===== config.mk =====
export PLATFORM = sky130hd
export DESIGN_NAME = bitmap_first_free_allocator
export DESIGN_NICKNAME = d
export VERILOG_FILES = /design/src/hw/rtl/bmalloc_pkg.sv /design/src/hw/rtl/bmalloc_mem.sv /design/src/hw/rtl/bitmap_first_free_allocator.sv
export SDC_FILE = /design/constraint.sdc
export NUM_CORES = 1
export LEC_CHECK = 0
export BUFFER_PORTS_ARGS = -buffer_cell sky130_fd_sc_hd__buf_2
export CELL_PAD_IN_SITES_DETAIL_PLACEMENT = 1
export CELL_PAD_IN_SITES_GLOBAL_PLACEMENT = 2
export CORE_ASPECT_RATIO = 1.1
export CORE_MARGIN = 2
export CORE_UTILIZATION = 42
export CTS_CLUSTER_SIZE = 25
export DETAILED_ROUTE_END_ITERATION = 10
export GPL_TIMING_DRIVEN = 0
export PLACE_DENSITY_LB_ADDON = 0.1
export SLEW_MARGIN = 10
export SYNTH_ARGS = -nofsm -noshare
export SYNTH_HDL_FRONTEND = slang
export SYNTH_SLANG_ARGS = --single-unit

===== constraint.sdc =====
create_clock -name clk -period 3.9 [get_ports clk]
set_input_delay 0.39 -clock clk [delete_from_list [all_inputs] [get_ports clk]]
set_output_delay 0.39 -clock clk [all_outputs]
set_load 0.02 [all_outputs]

===== src/hw/rtl/bmalloc_pkg.sv =====
// Package for the bitmap first-free allocator: sizes, operation and status
// codes, the memory request struct and the lowest-clear-bit finder.
// No dependencies.
package bmalloc_pkg;

	// Bitmap geometry (WORD_BITS is a power of two)
	localparam int unsigned NUM_ENTRIES = 128;
	localparam int unsigned WORD_BITS   = 8;
	localparam int unsigned ALLOC_WORDS = (NUM_ENTRIES + WORD_BITS - 1) / WORD_BITS;
	localparam int unsigned BIT_W       = $clog2(WORD_BITS);
	localparam int unsigned ADDR_W      = (ALLOC_WORDS > 1) ? $clog2(ALLOC_WORDS) : 1;
	localparam int unsigned ENTRY_W     = ADDR_W + BIT_W;

	// Port field widths
	localparam int unsigned OP_W     = 2;
	localparam int unsigned INDEX_W  = 7;
	localparam int unsigned STATUS_W = 2;

	// Operation codes
	localparam logic [OP_W-1:0] OP_ALLOC   = 2'd0;
	localparam logic [OP_W-1:0] OP_RELEASE = 2'd1;
	localparam logic [OP_W-1:0] OP_MARK    = 2'd2;

	// Status codes
	localparam logic [STATUS_W-1:0] STAT_OK       = 2'd0;
	localparam logic [STATUS_W-1:0] STAT_FULL     = 2'd1;
	localparam logic [STATUS_W-1:0] STAT_WAS_FREE = 2'd2;

	localparam logic [ADDR_W-1:0] LAST_WORD = ADDR_W'(ALLOC_WORDS - 1);

	typedef logic [WORD_BITS-1:0] word_t;

	// Request from the control logic to the bitmap memory
	typedef struct packed {
		logic              rd_en;
		logic [ADDR_W-1:0] rd_addr;
		logic              wr_en;
		logic [ADDR_W-1:0] wr_addr;
		word_t             wr_data;
	} mem_req_t;

	// Lowest clear bit of a word
	typedef struct packed {
		logic             found;
		logic [BIT_W-1:0] pos;
	} zero_pos_t;

	function automatic zero_pos_t first_zero(input word_t word);
		zero_pos_t res;
		res.found = 1'b0;
		res.pos   = '0;
		for (int i = WORD_BITS - 1; i >= 0; i--) begin
			if (!word[i]) begin
				res.found = 1'b1;
				res.pos   = BIT_W'(i);
			end
		end
		return res;
	endfunction

endpackage


===== src/hw/rtl/bmalloc_mem.sv =====
// Bitmap memory of the allocator: one word array with a registered read port
// and a write port, plus per-word valid flags so reset reads as all free.
// Depends on bmalloc_pkg.
module bmalloc_mem (
	input  logic                  clk,
	input  logic                  arst_n,
	input  bmalloc_pkg::mem_req_t req,
	output bmalloc_pkg::word_t    rd_data
);

	bmalloc_pkg::word_t mem_q [bmalloc_pkg::ALLOC_WORDS];
	logic [bmalloc_pkg::ALLOC_WORDS-1:0] vld_q;
	bmalloc_pkg::word_t rd_data_q;

	// Word store
	always_ff @(posedge clk) begin
		if (req.wr_en) begin
			mem_q[req.wr_addr] <= req.wr_data;
		end
	end

	// Valid flags: a word never written reads as zero
	always_ff @(posedge clk or negedge arst_n) begin
		if (!arst_n) begin
			vld_q <= '0;
		end else if (req.wr_en) begin
			vld_q[req.wr_addr] <= 1'b1;
		end
	end

	// Registered read, holds when no read is issued
	always_ff @(posedge clk) begin
		if (req.rd_en) begin
			rd_data_q <= vld_q[req.rd_addr] ? mem_q[req.rd_addr] : '0;
		end
	end

	assign rd_data = rd_data_q;

endmodule


===== src/hw/rtl/bitmap_first_free_allocator.sv =====
// Top level of the bitmap first-free allocator: request handshake, scan
// sequencer, bitmap read-modify-write and result register.
// Depends on bmalloc_pkg and bmalloc_mem.
//
//  channel | handshake           | fields                 | carries
//  --------+---------------------+------------------------+--------
//  in      | in_valid/in_ready   | operation, entry_index | request
//  out     | out_valid/out_ready | status, granted_index  | result
//
// Release, mark and the unused code use the word read at acceptance and load the
// result once the result register is free. Allocate reads one bitmap word per
// cycle from word 0 to the first word with a clear bit, or to the last one if full.
// One transaction is in work at a time; the next is taken in the cycle after a result
// is loaded, even while that result waits. Reset clears the bitmap at once.
// A stalled output holds the sequencer until the result register frees.
module bitmap_first_free_allocator (
	input  logic                                   clk,
	input  logic                                   arst_n,
	input  logic                                   in_valid,
	output logic                                   in_ready,
	input  logic [bmalloc_pkg::OP_W-1:0]           operation,
	input  logic [bmalloc_pkg::INDEX_W-1:0]        entry_index,
	output logic                                   out_valid,
	input  logic                                   out_ready,
	output logic [bmalloc_pkg::STATUS_W-1:0]       status,
	output logic [bmalloc_pkg::INDEX_W-1:0]        granted_index
);

	typedef enum logic [1:0] {
		ST_IDLE = 2'b01,
		ST_EVAL = 2'b10
	} state_t;

	state_t state_q, state_d;

	logic [bmalloc_pkg::OP_W-1:0]     op_q;
	logic [bmalloc_pkg::INDEX_W-1:0]  idx_q;
	logic [bmalloc_pkg::ADDR_W-1:0]   addr_q, addr_d;
	logic                             out_valid_q;
	logic [bmalloc_pkg::STATUS_W-1:0] status_q;
	logic [bmalloc_pkg::INDEX_W-1:0]  granted_q;

	bmalloc_pkg::mem_req_t  mem_req;
	bmalloc_pkg::word_t     rd_word;
	bmalloc_pkg::zero_pos_t zpos;

	logic [bmalloc_pkg::ENTRY_W-1:0]  in_entry, req_entry, cand_entry;
	logic                             req_in_range;
	bmalloc_pkg::word_t               bit_mask, cand_mask;
	logic                             accept, done, out_free, load_out;
	logic                             do_write;
	bmalloc_pkg::word_t               wr_word;
	logic [bmalloc_pkg::STATUS_W-1:0] res_status;
	logic [bmalloc_pkg::INDEX_W-1:0]  res_index;

	bmalloc_mem u_mem (
		.clk     (clk),
		.arst_n  (arst_n),
		.req     (mem_req),
		.rd_data (rd_word)
	);

	assign in_ready = (state_q == ST_IDLE);
	assign accept   = in_valid && in_ready;
	assign out_free = !out_valid_q || out_ready;

	// Entry decode of the incoming and the held index
	assign in_entry     = bmalloc_pkg::ENTRY_W'(entry_index);
	assign req_entry    = bmalloc_pkg::ENTRY_W'(idx_q);
	assign req_in_range = 32'(idx_q) < bmalloc_pkg::NUM_ENTRIES;
	assign bit_mask     = bmalloc_pkg::WORD_BITS'(1) << req_entry[bmalloc_pkg::BIT_W-1:0];

	// Lowest clear bit of the word just read
	assign zpos       = bmalloc_pkg::first_zero(rd_word);
	assign cand_entry = {addr_q, zpos.pos};
	assign cand_mask  = bmalloc_pkg::WORD_BITS'(1) << zpos.pos;

	// Evaluation of the current word
	always_comb begin
		done       = 1'b0;
		do_write   = 1'b0;
		wr_word    = rd_word;
		res_status = bmalloc_pkg::STAT_OK;
		res_index  = idx_q;
		addr_d     = addr_q;
		if (op_q == bmalloc_pkg::OP_ALLOC) begin
			if (zpos.found) begin
				done = 1'b1;
				if (32'(cand_entry) < bmalloc_pkg::NUM_ENTRIES) begin
					do_write  = 1'b1;
					wr_word   = rd_word | cand_mask;
					res_index = bmalloc_pkg::INDEX_W'(cand_entry);
				end else begin
					res_status = bmalloc_pkg::STAT_FULL;
					res_index  = '0;
				end
			end else if (addr_q == bmalloc_pkg::LAST_WORD) begin
				done       = 1'b1;
				res_status = bmalloc_pkg::STAT_FULL;
				res_index  = '0;
			end else begin
				addr_d = addr_q + 1'b1;
			end
		end else begin
			done = 1'b1;
			if (req_in_range && op_q == bmalloc_pkg::OP_RELEASE) begin
				do_write = 1'b1;
				wr_word  = rd_word & ~bit_mask;
				if ((rd_word & bit_mask) == '0) begin
					res_status = bmalloc_pkg::STAT_WAS_FREE;
				end
			end else if (req_in_range && op_q == bmalloc_pkg::OP_MARK) begin
				do_write = 1'b1;
				wr_word  = rd_word | bit_mask;
			end
		end
	end

	assign load_out = (state_q == ST_EVAL) && done && out_free;

	// Memory requests: read on accept or scan step, write on completion
	always_comb begin
		mem_req         = '0;
		mem_req.wr_addr = addr_q;
		mem_req.wr_data = wr_word;
		mem_req.wr_en   = load_out && do_write;
		if (accept) begin
			mem_req.rd_en   = 1'b1;
			mem_req.rd_addr = (operation == bmalloc_pkg::OP_ALLOC) ? '0 :
				in_entry[bmalloc_pkg::ENTRY_W-1:bmalloc_pkg::BIT_W];
		end else if (state_q == ST_EVAL && !done) begin
			mem_req.rd_en   = 1'b1;
			mem_req.rd_addr = addr_d;
		end
	end

	// Sequencer
	always_comb begin
		state_d = state_q;
		unique case (state_q)
			ST_IDLE: begin
				if (accept) begin
					state_d = ST_EVAL;
				end
			end
			ST_EVAL: begin
				if (load_out) begin
					state_d = ST_IDLE;
				end
			end
			default: state_d = ST_IDLE;
		endcase
	end

	always_ff @(posedge clk or negedge arst_n) begin
		if (!arst_n) begin
			state_q <= ST_IDLE;
		end else begin
			state_q <= state_d;
		end
	end

	// Transaction hold registers
	always_ff @(posedge clk) begin
		if (accept) begin
			op_q   <= operation;
			idx_q  <= entry_index;
			addr_q <= (operation == bmalloc_pkg::OP_ALLOC) ? '0 :
				in_entry[bmalloc_pkg::ENTRY_W-1:bmalloc_pkg::BIT_W];
		end else if (state_q == ST_EVAL) begin
			addr_q <= addr_d;
		end
	end

	// Result register
	always_ff @(posedge clk or negedge arst_n) begin
		if (!arst_n) begin
			out_valid_q <= 1'b0;
		end else if (load_out) begin
			out_valid_q <= 1'b1;
		end else if (out_ready) begin
			out_valid_q <= 1'b0;
		end
	end

	always_ff @(posedge clk) begin
		if (load_out) begin
			status_q  <= res_status;
			granted_q <= res_index;
		end
	end

	assign out_valid     = out_valid_q;
	assign status        = status_q;
	assign granted_index = granted_q;

`ifndef SYNTHESIS
	// Bitmap is never read and written in the same cycle
	assert property (@(posedge clk) disable iff (!arst_n)
		!(mem_req.rd_en && mem_req.wr_en))
		else $error("bitmap read and write in one cycle");

	// A write-back always comes with a result
	assert property (@(posedge clk) disable iff (!arst_n)
		mem_req.wr_en |=> out_valid)
		else $error("bitmap written without a result");

	// Full status always reports index zero
	assert property (@(posedge clk) disable iff (!arst_n)
		(out_valid && status == bmalloc_pkg::STAT_FULL) |-> (granted_index == '0))
		else $error("full status with non-zero index");

	// A finished transaction held by a busy output keeps its scan position
	assert property (@(posedge clk) disable iff (!arst_n)
		(state_q == ST_EVAL && done && !out_free) |=>
		(state_q == ST_EVAL && $stable(addr_q) && $stable(rd_word)))
		else $error("sequencer moved while output stalled");
`endif

endmodule


==> impl_metrics.tcl <==
set metrics [dict create \
    status "completed" \
    pwr-share-clk 0.291 \
    io_pins 24 \
    hold_viol 0 \
    synth.distinct_cells 60 \
    htreeDepth 4 \
    sequentialPowerShare 0.434 \
    reg2reg_depth 7 \
    synth_edf_count 158 \
    whs_ps 138.9 \
    reg2reg_slack_ps 280 \
    core.rowCount 51 \
    synth_top_area_frac 0.6201 \
    required_ps 3940 \
    syn_nets 594 \
    fin_crit_ps 3624 \
    path_max_fanout 10 \
    worstSetupPathType "register to register" \
    routedWlPerCell_um 24.42 \
    peakVddDrop_mv 0.4148 \
    via_per_inst 5.789 \
    synth_area_per_cell_um2 13.35 \
    diodes 0 \
    seq_area_frac_synth 0.6824 \
    clkSinkCount 177 \
    fp.dieH_um 145.6 \
    r2r-start "addr_q[2]" \
    core-area_mm2 0.01780 \
    final.period_utilization 0.9293 \
    cts_tree "built" \
    cts_root_buffer "clkbuf_16" \
    min_path_type "input pin to register" \
    initial_core_util 0.4298 \
    grt_pass1_wl_um 32940 \
    dp_hpwl_um 15090 \
    antenna_found_initial 0 \
    fin_util 0.4931 \
    arrival_ps 3670 \
    cp-start-kind "register" \
    place_area_mm2 0.008165 \
    cp-end-kind "register" \
    slew_viol_final 0 \
    timing.rr.end "u_mem.mem_q[6][7]" \
    place_ws_ps 207.4 \
    die_width_um 132.7 \
    clock_latency_ps 420 \
    skew_ps 10.64 \
    track_usage 0.2304 \
    post_route_cells_drive_above_1_share 0.1818 \
    ant_nets 0 \
    place.port_buffers 23 \
    max_freq_mhz 275.9 \
    finalSetupTns_ps 0 \
    crit_start "addr_q[2]" \
    drt_iter0_markers 440 \
    rsz0062_at_grt "false" \
    numCtsBuffers 17 \
    layout_commonest_cell "edfxtp_1" \
    cap_violations 0 \
    yosys-top-cells-area "edfxtp_1, dfrtp_1, a21oi_1" \
    p_per_area_mw_per_mm2 669.0 \
    setup_slack_ps 275.9 \
    place_congestion 0.8285 \
    final_cell_mix "edfxtp_1, nand2_1, a21oi_1" \
    vias 5071 \
    syn_inst 573 \
    dr.pass1.iters 5 \
    tightest_slew_ps 1109 \
    drc 0 \
    synth_seq_cells 177 \
    ys_async_sr_fraction 0.1073 \
    die_area_mm2 0.01931 \
    p_sw_frac 0.3452 \
    ys_warn_count 0 \
    grt_pass1_vias 5217 \
    switchingPower_mw 2.027 \
    dpl.cell_count 842 \
    layout.nets 646 \
    power_leakage_nw 3.196 \
    power_mw 5.872 \
    final_cells 876 \
    grt_max_degree 20 \
    relSlewSlack 0.2582 \
    syn_area_mm2 0.007651 \
    power_frac_comb 0.275 \
    wl_um 21390 \
    setup-violations-final 0 \
    netlist.top_cell.by_area "edfxtp_1" \
    clockBufferDepth 2 \
    crit_end "u_mem.mem_q[6][7]" \
    clk_pin_slew_ps 70 \
    p_int_mw 3.845 \
    synth-main-ff-cell "edfxtp_1" \
    synthToLayoutAreaGrowth_pct 14.73 \
    fin_area_mm2 0.008778 \
    grt-ovfl-total 0 \
]
## Yosys cell counts, types with 3 or more instances
cell,number
a31oi_1,5
nand2b_1,7
a22o_1,6
nor2b_1,6
inv_1,13
dfrtp_1,18
or2_2,16
a32oi_1,10
buf_2,7
nor2_1,19
nor3_1,8
a221oi_1,18
a22oi_1,8
ha_1,8
mux2i_1,24
edfxtp_1,158
o211ai_1,4
nand3_1,13
mux2_2,3
a21oi_1,71
clkbuf_1,15
nor4_1,3
nand2_1,74
o21a_1,3
o21ai_0,11
## power by group through the flow
stage | clock network [mW] | logic, mW | registers [mW]
detailed placement | 0 | 1.60 | 2.59
global placement | 0 | 1.50 | 2.59
finish | 1.71 | 1.61 | 2.55
CTS | 1.74 | 1.61 | 2.55
floorplan | 0 | 1.00 | 2.57
global route | 1.81 | 1.77 | 2.58
## registers in the layout (all words and copies together) (netlist names)
name,flops
op_q,2
state_q,2
idx_q,7
status,2
u_mem.rd_data,8
u_mem.mem_q,128
u_mem.vld_q,16
granted_index,7
out_valid,1
addr_q,4
## routing by layer
metal	global-route usage	wire [um]	vias to the layer above
met2	0.3821	10740	100
met3	0.03413	601	22
met5	0	0	-
met4	0.06129	238	0
met1	0.3190	9808	2642
li1	-	-	2307
## how the worst min path moves through the flow
| stage | startpoint | endpoint | slack (ps) | cells past startpoint |
|---|---|---|---|---|
| 2_1_floorplan | arst_n | out_valid | 90 | 0 |
| 3_3_place_gp | arst_n | u_mem.vld_q[8] | 360 | 1 |
| 3_5_place_dp | arst_n | u_mem.vld_q[8] | 380 | 1 |
| 4_1_cts | entry_index[1] | idx_q[1] | 120 | 1 |
| 5_1_grt | entry_index[1] | idx_q[1] | 120 | 1 |
| 6_report | entry_index[1] | idx_q[1] | 140 | 1 |
## logic make-up (layout without fill, tap and decap cells)
kind of cell,count (synthesis),in the layout,share of synthesized area
buffers and inverters,44,109,0.02600
DFF,177,177,0.6824
and+or+nand+nor,164,164,0.1084
adders and majority gates,8,8,0.01308
AOI/OAI and AO/OA,151,151,0.1302
xor gates and xnor gates,1,1,0.001145
muxes,28,28,0.03876
## worst max-delay path, stage by stage (launching register included)
cell and delay, ps:
edfxtp_1 390, clkbuf_1 460, and3_1 350, nor4_1 160, or3_1 420, nor2_1 330, nand2_1 240, nor2_1 880
## repair_timing
action	in CTS	in global routing
setup endpoints to repair	0	8
buffers inserted	0	1
hold buffers	1	0
resized for setup	0	3
hold endpoints to repair	18	0
## cell type report
class	instances	area (um2)
inverter	14	52.55
clock buffer	17	425.4
tap	238	297.8
sequential	177	5221
fill	1821	9025
multi-input combinational	352	2261
clock inverter	15	165.2
buffer	30	147.6
timing repair buffer	33	207.7
No activity file was read; power rests on OpenSTA's default activity.
